`config.mk`:
```
export PLATFORM = sky130hd
export DESIGN_NAME = nic_frame_filter_and_rx_queue
export DESIGN_NICKNAME = d
export VERILOG_FILES = /design/src/nicff_pkg.sv /design/src/nic_frame_filter_and_rx_queue.sv
export SDC_FILE = /design/constraint.sdc
export NUM_CORES = 2
export LEC_CHECK = 0
export ABC_AREA = 0
export BUFFER_PORTS_ARGS = -buffer_cell sky130_fd_sc_hd__buf_2
export CAP_MARGIN = 20
export CORE_UTILIZATION = 53
export DETAILED_ROUTE_END_ITERATION = 12
export PLACE_DENSITY = 0.67
export SYNTH_ARGS = -nofsm -noshare
export SYNTH_HDL_FRONTEND = slang
export SYNTH_SLANG_ARGS = --single-unit
```
`constraint.sdc`:
```
create_clock -name i_clk -period 20.8 [get_ports i_clk]
set_clock_uncertainty 0.2 [all_clocks]
set_input_delay 4.16 -clock i_clk [delete_from_list [all_inputs] [get_ports i_clk]]
set_output_delay 4.16 -clock i_clk [all_outputs]
set_load 0.05 [all_outputs]
```
`src/nicff_pkg.sv`:
```
// Shared types and constants of the NIC frame filter and receive queue.
package nicff_pkg;

    localparam int MAC_W      = 48;
    localparam int LEN_W      = 16;
    localparam int CMD_W      = 3;
    localparam int SEL_W      = 3;
    localparam int STS_W      = 3;
    localparam int PKT_CNT_W  = 32;
    localparam int BYTE_CNT_W = 48;

    localparam int IN_DATA_W  = 144;
    localparam int IN_USER_W  = CMD_W + SEL_W;
    localparam int OUT_DATA_W = 200;
    localparam int OUT_USER_W = STS_W + 1;
    localparam int CFG_IDX_W  = 2;
    localparam int CFG_DATA_W = 48;

    // Commands.
    localparam logic [CMD_W-1:0] CMD_LINK_UP   = 3'd0;
    localparam logic [CMD_W-1:0] CMD_LINK_DOWN = 3'd1;
    localparam logic [CMD_W-1:0] CMD_TRANSMIT  = 3'd2;
    localparam logic [CMD_W-1:0] CMD_RECEIVE   = 3'd3;
    localparam logic [CMD_W-1:0] CMD_POLL      = 3'd4;
    localparam logic [CMD_W-1:0] CMD_READ_STAT = 3'd5;

    // Result status codes.
    localparam logic [STS_W-1:0] STS_OK         = 3'd0;
    localparam logic [STS_W-1:0] STS_LINK_DOWN  = 3'd1;
    localparam logic [STS_W-1:0] STS_TOO_LONG   = 3'd2;
    localparam logic [STS_W-1:0] STS_FILTERED   = 3'd3;
    localparam logic [STS_W-1:0] STS_QUEUE_FULL = 3'd4;
    localparam logic [STS_W-1:0] STS_EMPTY      = 3'd5;

    // Statistics selectors.
    localparam logic [SEL_W-1:0] SEL_TX_PKTS   = 3'd0;
    localparam logic [SEL_W-1:0] SEL_TX_OCTETS = 3'd1;
    localparam logic [SEL_W-1:0] SEL_TX_ERRS   = 3'd2;
    localparam logic [SEL_W-1:0] SEL_RX_PKTS   = 3'd3;
    localparam logic [SEL_W-1:0] SEL_RX_OCTETS = 3'd4;
    localparam logic [SEL_W-1:0] SEL_RX_DROPS  = 3'd5;

    // Configuration register indexes.
    localparam logic [CFG_IDX_W-1:0] CFG_STATION_MAC = 2'd0;
    localparam logic [CFG_IDX_W-1:0] CFG_MAX_PAYLOAD = 2'd1;
    localparam logic [CFG_IDX_W-1:0] CFG_PROMISC     = 2'd2;

    localparam logic [LEN_W-1:0] MAX_PAYLOAD_RST = 16'd1500;
    localparam logic [MAC_W-1:0] BCAST_MAC       = 48'hFFFF_FFFF_FFFF;

    // Frame descriptor, destination in the lowest bits.
    typedef struct packed {
        logic [LEN_W-1:0] tag;
        logic [LEN_W-1:0] flen;
        logic [LEN_W-1:0] plen;
        logic [MAC_W-1:0] src;
        logic [MAC_W-1:0] dest;
    } t_desc;

    // One registered input beat.
    typedef struct packed {
        logic [SEL_W-1:0] sel;
        logic [CMD_W-1:0] cmd;
        t_desc            desc;
    } t_in_beat;

endpackage

```
`src/nic_frame_filter_and_rx_queue.sv`:
```
// NIC command block: address filter, receive descriptor queue and statistics.
// A command waits in the input register and its result in the result register,
// which drives the output; back-pressure holds both. Throughput: one command per
// cycle, limited only by back-pressure.
// Reset (i_rst_n low, synchronous) takes the link down, empties the queue,
// zeroes all counters and restores the configuration registers; no clearing pass.
module nic_frame_filter_and_rx_queue #(
    parameter int QUEUE_DEPTH = 16
) (
    input  logic                              i_clk,
    input  logic                              i_rst_n,
    // Configuration write channel.
    input  logic                              i_cfg_valid,
    output logic                              o_cfg_ready,
    input  logic [nicff_pkg::CFG_IDX_W-1:0]   i_cfg_index,
    input  logic [nicff_pkg::CFG_DATA_W-1:0]  i_cfg_data,
    // Command stream in.
    input  logic                              s_axis_tvalid,
    output logic                              s_axis_tready,
    // tdata: dest_mac[47:0], src_mac[95:48], payload_len[111:96],
    //        frame_len[127:112], frame_tag[143:128]
    input  logic [nicff_pkg::IN_DATA_W-1:0]   s_axis_tdata,
    // tuser: command[2:0], stat_select[5:3]
    input  logic [nicff_pkg::IN_USER_W-1:0]   s_axis_tuser,
    // Result stream out.
    output logic                              m_axis_tvalid,
    input  logic                              m_axis_tready,
    // tdata: out_dest_mac[47:0], out_src_mac[95:48], out_payload_len[111:96],
    //        out_frame_len[127:112], out_tag[143:128], stat_value[191:144],
    //        link_is_up[192], zero fill[199:193]
    output logic [nicff_pkg::OUT_DATA_W-1:0]  m_axis_tdata,
    // tuser: status[2:0], frame_valid[3]
    output logic [nicff_pkg::OUT_USER_W-1:0]  m_axis_tuser
);
    import nicff_pkg::*;

    // Queue pointers are wide enough to index the memory; the fill count must
    // also hold the full depth itself.
    localparam int AW = (QUEUE_DEPTH > 1) ? $clog2(QUEUE_DEPTH) : 1;
    localparam int CW = $clog2(QUEUE_DEPTH + 1);
    localparam logic [AW-1:0] LAST_IDX  = AW'(QUEUE_DEPTH - 1);
    localparam logic [CW-1:0] DEPTH_CNT = CW'(QUEUE_DEPTH);

    // Configuration registers.
    logic [MAC_W-1:0]      r_station;
    logic [LEN_W-1:0]      r_max_pay;
    logic                  r_promisc;

    // Input register.
    logic                  r_in_valid;
    t_in_beat              r_in;

    // Result register.
    logic                  r_out_valid;
    logic [OUT_DATA_W-1:0] r_out_data;
    logic [OUT_USER_W-1:0] r_out_user;

    // Block state.
    logic                  r_link,      n_link;
    logic [AW-1:0]         r_head,      n_head;
    logic [AW-1:0]         r_tail,      n_tail;
    logic [CW-1:0]         r_count,     n_count;
    logic [PKT_CNT_W-1:0]  r_tx_pkts,   n_tx_pkts;
    logic [PKT_CNT_W-1:0]  r_tx_errs,   n_tx_errs;
    logic [PKT_CNT_W-1:0]  r_rx_pkts,   n_rx_pkts;
    logic [PKT_CNT_W-1:0]  r_rx_drops,  n_rx_drops;
    logic [BYTE_CNT_W-1:0] r_tx_octets, n_tx_octets;
    logic [BYTE_CNT_W-1:0] r_rx_octets, n_rx_octets;

    // Descriptor memory and its registered read port, which always holds
    // the entry at the current head.
    t_desc                 r_mem [QUEUE_DEPTH];
    t_desc                 r_rd_desc;

    logic                  w_adv;
    logic                  w_wr_en;
    logic [AW-1:0]         w_rd_addr;
    logic                  w_accept;
    logic [STS_W-1:0]      w_status;
    logic                  w_frame_valid;
    t_desc                 w_out_desc;
    logic [MAC_W-1:0]      w_stat_val;

    // The command in the input register is executed when the result register
    // is free or is being emptied in this cycle.
    assign w_adv         = r_in_valid && (!r_out_valid || m_axis_tready);
    assign s_axis_tready = !r_in_valid || w_adv;
    assign o_cfg_ready   = 1'b1;

    assign m_axis_tvalid = r_out_valid;
    assign m_axis_tdata  = r_out_data;
    assign m_axis_tuser  = r_out_user;

    // Receive filter: promiscuous, broadcast or our own address.
    assign w_accept = r_promisc || (r_in.desc.dest == BCAST_MAC)
                      || (r_in.desc.dest == r_station);

    // Command execution. Everything here acts on the registered beat and the
    // current state; the results are only committed when w_adv is high.
    always_comb begin
        n_link        = r_link;
        n_head        = r_head;
        n_tail        = r_tail;
        n_count       = r_count;
        n_tx_pkts     = r_tx_pkts;
        n_tx_errs     = r_tx_errs;
        n_rx_pkts     = r_rx_pkts;
        n_rx_drops    = r_rx_drops;
        n_tx_octets   = r_tx_octets;
        n_rx_octets   = r_rx_octets;
        w_status      = STS_OK;
        w_frame_valid = 1'b0;
        w_out_desc    = '0;
        w_stat_val    = '0;
        w_wr_en       = 1'b0;

        unique case (r_in.cmd)
            CMD_LINK_UP: begin
                n_link = 1'b1;
            end
            CMD_LINK_DOWN: begin
                // Dropping the link also flushes the receive queue.
                n_link  = 1'b0;
                n_head  = '0;
                n_tail  = '0;
                n_count = '0;
            end
            CMD_TRANSMIT: begin
                // Link is checked before the length.
                if (!r_link) begin
                    w_status  = STS_LINK_DOWN;
                    n_tx_errs = r_tx_errs + 1'b1;
                end else if (r_in.desc.plen > r_max_pay) begin
                    w_status  = STS_TOO_LONG;
                    n_tx_errs = r_tx_errs + 1'b1;
                end else begin
                    n_tx_pkts      = r_tx_pkts + 1'b1;
                    n_tx_octets    = r_tx_octets + BYTE_CNT_W'(r_in.desc.flen);
                    w_frame_valid  = 1'b1;
                    w_out_desc     = r_in.desc;
                    w_out_desc.src = r_station;
                end
            end
            CMD_RECEIVE: begin
                if (!r_link) begin
                    w_status = STS_LINK_DOWN;
                end else if (!w_accept) begin
                    w_status = STS_FILTERED;
                end else begin
                    // An accepted frame is counted even when it is dropped.
                    n_rx_pkts   = r_rx_pkts + 1'b1;
                    n_rx_octets = r_rx_octets + BYTE_CNT_W'(r_in.desc.flen);
                    if (r_count == DEPTH_CNT) begin
                        w_status   = STS_QUEUE_FULL;
                        n_rx_drops = r_rx_drops + 1'b1;
                    end else begin
                        w_wr_en = 1'b1;
                        n_tail  = (r_tail == LAST_IDX) ? '0 : r_tail + 1'b1;
                        n_count = r_count + 1'b1;
                    end
                end
            end
            CMD_POLL: begin
                // Polling works whatever the link state.
                if (r_count == '0) begin
                    w_status = STS_EMPTY;
                end else begin
                    w_frame_valid = 1'b1;
                    w_out_desc    = r_rd_desc;
                    n_head        = (r_head == LAST_IDX) ? '0 : r_head + 1'b1;
                    n_count       = r_count - 1'b1;
                end
            end
            CMD_READ_STAT: begin
                case (r_in.sel)
                    SEL_TX_PKTS:   w_stat_val = MAC_W'(r_tx_pkts);
                    SEL_TX_OCTETS: w_stat_val = r_tx_octets;
                    SEL_TX_ERRS:   w_stat_val = MAC_W'(r_tx_errs);
                    SEL_RX_PKTS:   w_stat_val = MAC_W'(r_rx_pkts);
                    SEL_RX_OCTETS: w_stat_val = r_rx_octets;
                    SEL_RX_DROPS:  w_stat_val = MAC_W'(r_rx_drops);
                    default:       w_stat_val = '0;
                endcase
            end
            default: begin
                // Undefined commands leave the state alone and report OK.
            end
        endcase
    end

    // The read port looks ahead at the head the next command will see.
    assign w_rd_addr = w_adv ? n_head : r_head;

    always_ff @(posedge i_clk) begin
        if (w_adv && w_wr_en) begin
            r_mem[r_tail] <= r_in.desc;
        end
        // A descriptor written into an empty queue is forwarded to the read
        // register, so a poll right behind the receive sees it.
        if (w_adv && w_wr_en && (r_tail == w_rd_addr)) begin
            r_rd_desc <= r_in.desc;
        end else begin
            r_rd_desc <= r_mem[w_rd_addr];
        end
    end

    always_ff @(posedge i_clk) begin
        if (!i_rst_n) begin
            r_station   <= '0;
            r_max_pay   <= MAX_PAYLOAD_RST;
            r_promisc   <= 1'b0;
            r_in_valid  <= 1'b0;
            r_out_valid <= 1'b0;
            r_link      <= 1'b0;
            r_head      <= '0;
            r_tail      <= '0;
            r_count     <= '0;
            r_tx_pkts   <= '0;
            r_tx_errs   <= '0;
            r_rx_pkts   <= '0;
            r_rx_drops  <= '0;
            r_tx_octets <= '0;
            r_rx_octets <= '0;
        end else begin
            if (i_cfg_valid) begin
                unique case (i_cfg_index)
                    CFG_STATION_MAC: r_station <= i_cfg_data[MAC_W-1:0];
                    CFG_MAX_PAYLOAD: r_max_pay <= i_cfg_data[LEN_W-1:0];
                    CFG_PROMISC:     r_promisc <= i_cfg_data[0];
                    default:         ;
                endcase
            end

            if (s_axis_tready) begin
                r_in_valid <= s_axis_tvalid;
            end

            if (w_adv) begin
                r_out_valid <= 1'b1;
                r_link      <= n_link;
                r_head      <= n_head;
                r_tail      <= n_tail;
                r_count     <= n_count;
                r_tx_pkts   <= n_tx_pkts;
                r_tx_errs   <= n_tx_errs;
                r_rx_pkts   <= n_rx_pkts;
                r_rx_drops  <= n_rx_drops;
                r_tx_octets <= n_tx_octets;
                r_rx_octets <= n_rx_octets;
            end else if (m_axis_tready) begin
                r_out_valid <= 1'b0;
            end
        end
    end

    // Payload registers carry no reset.
    always_ff @(posedge i_clk) begin
        if (s_axis_tready && s_axis_tvalid) begin
            r_in.desc <= t_desc'(s_axis_tdata);
            r_in.cmd  <= s_axis_tuser[CMD_W-1:0];
            r_in.sel  <= s_axis_tuser[IN_USER_W-1:CMD_W];
        end
        if (w_adv) begin
            r_out_data <= {7'b0, n_link, w_stat_val, w_out_desc};
            r_out_user <= {w_frame_valid, w_status};
        end
    end

    // The fill count never passes the queue depth.
    a_count_bound: assert property (@(posedge i_clk) disable iff (!i_rst_n)
        r_count <= DEPTH_CNT)
        else $error("receive queue count exceeds depth");

    // An empty queue has its pointers together.
    a_empty_ptrs: assert property (@(posedge i_clk) disable iff (!i_rst_n)
        (r_count == '0) |-> (r_head == r_tail))
        else $error("empty queue with head and tail apart");

    // Link down leaves the link down and the queue empty.
    a_link_down_flush: assert property (@(posedge i_clk) disable iff (!i_rst_n)
        (w_adv && (r_in.cmd == CMD_LINK_DOWN)) |=> (!r_link && (r_count == '0)))
        else $error("link down did not flush the queue");

endmodule

```
### Word level (Yosys, flattened, before mapping)

Memory sizes are Yosys's and may differ from the RTL's. A register that Yosys moved wholly into a read port is not among the register bits.
Cells that the tools add are included.
W data, S select, Z words.

| word-level totals | value |
|---|---|
| bits in registers | 652 |
| RAM bits | 2304 |
| input port bits | 205 |
| output and inout port bits | 207 |
| word-level logic and storage cells | 126 |
| memories kept | 1 |

Memories:

| memory | words | bits a word | rd ports | clocked after memory_dff | wr ports | line | RTL |
|---|---|---|---|---|---|---|---|
| r_mem | 16 | 144 | 1 | 1 | 1 | nic_frame_filter_and_rx_queue.sv:72 | `t_desc r_mem [QUEUE_DEPTH];` |

| cells by class | value |
|---|---|
| add/subtract/negate cells | 10 |
| magnitude comparators | 1 |
| equal/unequal tests | 22 |
| muxes and demuxes | 41 |
| bitwise logic cells | 1 |
| reductions and logical operators | 25 |

Operators with widths:

| cell | number |
|---|---|
| $mux W144 | 3 |
| $pmux W144 S2 | 1 |
| $pmux W48 S6 | 1 |
| $add A32 B1 Y32 const B | 4 |
| $add A48 B16 Y48 | 2 |
| $mux W32 | 2 |
| $eq A48 B48 Y1 | 1 |
| $eq A48 B48 Y1 const B | 1 |
| $mux W4 | 7 |
| $mux W5 | 4 |
| $gt A16 B16 Y1 | 1 |
| $pmux W4 S2 | 2 |
| $pmux W5 S3 | 1 |
| $eq A3 B2 Y1 const B | 4 |
| $eq A3 B3 Y1 const B | 4 |
| $mux W3 | 4 |
| $mux W1 | 11 |
| $reduce_and A5 Y1 | 2 |
| $pmux W3 S3 | 1 |
| $add A4 B1 Y4 const B | 2 |
| $eq A4 B4 Y1 const B | 2 |
| $ne A2 B2 Y1 const B | 4 |
| $reduce_and A4 Y1 | 2 |
| $eq A3 B1 Y1 const B | 2 |
| 20 further kinds | 32 |

### Depth between registers and ports, before layout

| depth | value |
|---|---|
| depth after elaboration | 9 |
| mapped depth | 11 |
| gate-level depth less buffers | 11 |

### Least setup slack after synthesis

No wires, ideal clock.

| path | value |
|---|---|
| path type | input-to-reg |
| start | input port m_axis_tready |
| end | memory r_mem[7][0] in the netlist's numbering (enable) |
| library setup time | 0.825 ns |
| arrival | 18.206 ns |
| required time | 19.775 ns |
| slack | 1.569 ns |
| stages | 8 |
| path buffers | 1 |
| cells stage by stage | nor2b_1 -> nand2b_1 -> buf_2 -> clkinv_1 -> nand3_2 -> nor3_1 -> nand2_1 -> nor3_1 |

| on the way | value |
|---|---|
| word-level cells in the longest chain between the ends | 5 |

Ends and longest elaborated chain:

| element | line | RTL |
|---|---|---|
| start: declaration | nic_frame_filter_and_rx_queue.sv:27 | `input logic m_axis_tready,` |
| $logic_or A1 B1 Y1 | nic_frame_filter_and_rx_queue.sv:86 | `assign w_adv = r_in_valid && (!r_out_valid \|\| m_axis_tready);` |
| $logic_and A1 B1 Y1 | nic_frame_filter_and_rx_queue.sv:86 |  |
| named net w_adv | nic_frame_filter_and_rx_queue.sv:75 | `logic w_adv;` |
| $logic_and A1 B1 Y1 | n/a |  |
| $mux W1 | nic_frame_filter_and_rx_queue.sv:195 | `if (w_adv && w_wr_en) begin` |
| $mux W1 (not written as such) | nic_frame_filter_and_rx_queue.sv:196 | `r_mem[r_tail] <= r_in.desc;` |
| end: declaration | nic_frame_filter_and_rx_queue.sv:72 |  |

The timed path passes the listed nets, and every way through them passes these cells.

### Worst setup path after layout

| path | value |
|---|---|
| start | input port m_axis_tready |
| end | output port s_axis_tready |

| on the way | value |
|---|---|
| word-level cells in the longest chain between the ends | 3 |

Ends and longest elaborated chain:

| element | line | RTL |
|---|---|---|
| $logic_or A1 B1 Y1 | nic_frame_filter_and_rx_queue.sv:86 |  |
| $logic_and A1 B1 Y1 | nic_frame_filter_and_rx_queue.sv:86 |  |
| $logic_or A1 B1 Y1 | nic_frame_filter_and_rx_queue.sv:87 | `assign s_axis_tready = !r_in_valid \|\| w_adv;` |
| end: declaration | nic_frame_filter_and_rx_queue.sv:19 | `output logic s_axis_tready,` |

No other way between the ends.

==> results list <==
- Total Nets Final: 6791
* DP HPWL: 177000 um
- Of the available clock period, the critical path in the final layout requires 0.444.
- The clock period could shrink to around 9.2 ns.
* Sequential cell area: 85800 um2
* Utilization of the core after routing: 0.605
* Synth-to-layout area growth: 13.2%
- The number of pins exceeding their max-slew limit in the final report was 0.
- Count of endpoints failing hold in the final timing report: 0
- In the final routed layout, each cell accounts on average for 31.9 um.
* Clk_lat worst skew: 0.95 ns
- Drt pass-1 iters: 6
- Most used DFF post-synth: edfxtp_1
* R2R Path End: m_axis_tdata[49]
* Residual DRC count: 0
- Clk sinks: 2960
* Fraction of registers with async set/reset: 0
- Of the cells placed in the final design, the portion with a size suffix greater than 1 is 0.261.
- The mapped netlist covers 116000 um2.
- Slew of the pin with the lowest slew margin: approximately 1.2 ns
* RePlAce Congestion: 0.894
* Data arrival time of the critical path: 4.88 ns
- Pre-CTS setup slack: 10.61 ns
- The finished layout holds 9617 standard cells, fillers aside.
* Synthesized instance count: 6016
- The worst register-to-register path begins at r_in[110].
- In this run the worst setup path terminates at s_axis_tready.
* F_max: 108 MHz
- Max-cap violations in this run came to 0.
- CTS clock-pin slew for the worst setup and hold paths: 0.06 ns
- Critical path origin: m_axis_tready
- Across every metal layer, demand over resource in global routing totals 0.276.
- Aggregate global routing overflow: 0
- Setup WS post-layout: around 12 ns
- Tightest Hold Check Type: flip-flop to flip-flop
* Vias after detailed routing: 62500
- After clock tree synthesis, the setup repair step added 0 buffers.
- Pin count of the biggest net entering global routing: 153
* Die Height: ~470 um
- Area of the placeable core: 218000 um2
- Register-to-Register Setup Slack: 14.22 ns
- Most frequent cells in the layout: edfxtp_1, mux4_2, buf_2
* Std cell rows: 171
* Iteration-0 DRC count of the detailed router: 7798
- Setup violations remaining at the end of the flow were counted as 0.
- Detailed-route vias per instance: 6.50
- The number of gates resized after CTS was 0.
- WL final: 307000 um
- Kind of start point of the critical path: primary input
- The number of cells on the worst reg-to-reg path is 11.
- Main combinational cell family by area after synthesis: multiplexers
- Max H-tree Level: 5
- #FFs+latches synth: 2960
- Reported leakage power: 40.9 nW
- Yosys mapped a number of flops with a built-in enable equal to around 2700.
* Count of pins on the block boundary: 412
- The number of clock buffers added by TritonCTS is 315.
- Compound-gate portion of the synthesized area: 0.0425
- After detailed placement, the design holds a cell count of 9058.
* Via count of the first global-routing pass: between 60000 and 70000
- Summing all multi-input logic gate instances after layout gives 29000 um2.
- The worst-case IR drop observed on VDD is 0.0828 mV.
- Distinct cells, synth: 84
- CTS Buffer Depth: 4
* Most frequent standard cell in the layout excluding fill and tap cells: edfxtp_1
- Required time reported for the critical path endpoint: around 16 ns
* Initial antenna violation count: 19
* Filler cells: 15300
* Die Outline Area: 221000 um2
* Mux contribution to synthesized area: 0.145
- Peak fanout along the critical path: 5
- TritonCTS built the clock tree.
* Avg Inst Size Synth: 19.3 um2
* Part of the Yosys area used for sequential elements: 0.738
* Power density over the cells: 93.1 nW/um2
- Number of hold buffers added after CTS: 0
* Number of nets with antenna violations after routing: 0
- The worst setup path is of the primary input to output port kind.
- Sum of negative setup slack: 0 ns
- Of the total synthesized cell area, the portion taken by XOR and XNOR cells is 0.0102.
* Initial cell density of the core: 0.535
* Category of the worst setup path capture point: output port
- In this run the tool buffered the top-level ports with 403 buffer cells.
- Of the total synthesized cell area, the portion taken by full adders, half adders and majority gates is 0.00697.
- RSZ-0062 raised after global routing: no
* Total of warnings raised by yosys: 0
- The die is ~470 um wide.
* Fraction of the mapped netlist area in simple logic gates: 0.0429
- The flow ran to the end, and the final reports show no timing, DRC or antenna violations.
- Worst slew margin relative to its limit: 0.201
- The cell sitting at the root of the clock tree is a clkbuf_16.
* Wire length of the first global-routing pass: 438000 um
==> flip-flops by register name (all words and copies together) (netlist names), named ones only <==
signal	flops
r_rx_pkts	32
r_max_pay	16
m_axis_tuser	4
r_promisc	1
m_axis_tvalid	1
r_mem	2304
r_in_valid	1
r_tail	4
r_tx_errs	32
r_rx_drops	32
r_station	48
r_link	1
r_rx_octets	48
m_axis_tdata	193
r_count	5
r_in	150
r_tx_octets	48
r_head	4
r_tx_pkts	32
==> metal layers <==
layer,global-route usage,wire length (um),vias up
li1,-,-,25800
met1,0.394,122000,33000
met2,0.425,143000,3187
met3,0.0497,28000,531
met4,0.108,13300,0
met5,0,0,-
==> worst max-delay path, stage by stage <==
cell and delay [ns]:
buf_2 0.10, nor2b_1 0.14, buf_4 0.18, nand2_1 0.08, buf_2 0.23
==> per-stage QoR <==
step	total power, mW	cell area, um2	hold slack [ns]
floorplan	6.83	116000	0.236
global placement	6.97	122000	0.245
detailed placement	6.98	122000	0.248
CTS	12.3	132000	0.261
global route	12.6	132000	0.276
finish	12.3	132000	0.261
==> worst min path at each step <==
stage	start	end	slack [ns]	cells after the start
floorplan	r_max_pay[11]	r_max_pay[11]	0.24	2
global placement	r_max_pay[14]	r_max_pay[14]	0.25	2
detailed placement	r_max_pay[1]	r_max_pay[1]	0.25	2
CTS	r_max_pay[14]	r_max_pay[14]	0.26	2
global route	r_max_pay[12]	r_max_pay[12]	0.28	2
finish	r_max_pay[14]	r_max_pay[14]	0.26	2
==> area by class of cell <==
class                      instances  area share
tap                             2854      0.0271
timing repair buffer             527      0.0242
antenna                            9    0.000171
clock inverter                   148      0.0107
clock buffer                     400      0.0638
sequential                      2960       0.651
inverter                          81     0.00240
multi-input combinational       2638       0.220
==> Yosys cell counts (all sizes together), types with 9 or more instances <==
library cell / count / area (um2)
nand2: 338 / 1270
a2111oi: 12 / 190
or4: 32 / 244
nor2: 134 / 503
a22o: 144 / 1260
edfxtp: 2651 / 79600
nand4: 84 / 538
nand3: 74 / 375
and4: 22 / 193
xnor2: 101 / 885
a21oi: 170 / 851
o21ai: 48 / 240
buf: 100 / 462
mux2i: 69 / 691
o211ai: 32 / 245
o41ai: 9 / 78.8
and2: 22 / 139
ha: 60 / 751
a31oi: 39 / 274
nor4: 51 / 433
clkbuf: 243 / 915
nor3: 38 / 195
xor2: 35 / 307
nand2b: 71 / 444
or3: 14 / 92.6
o31ai: 30 / 225
dfxtp: 309 / 6190
inv: 78 / 293
a22oi: 114 / 856
mux4: 720 / 16200
a21o: 24 / 180
and3: 36 / 225
a211oi: 12 / 90.1
a31o: 11 / 96.3
==> where the power goes <==
group          total, mW  switching, mW  internal (mW)
clock network       5.41           2.24           3.17
logic              0.249          0.193         0.0566
registers           6.60         0.0917           6.51
total               12.3           2.52           9.74
==> cell families (layout without fill, tap and decap cells) <==
group           Yosys count  count (layout)
compound gates          685             685
xor+xnor                136             136
fa+ha+maj                63              63
buf+inv                 424            1156
flops                  2960            2960
mux                     789             789
other cells               2              17
simple gates            957             957
Power figures use the tool's default switching activity.
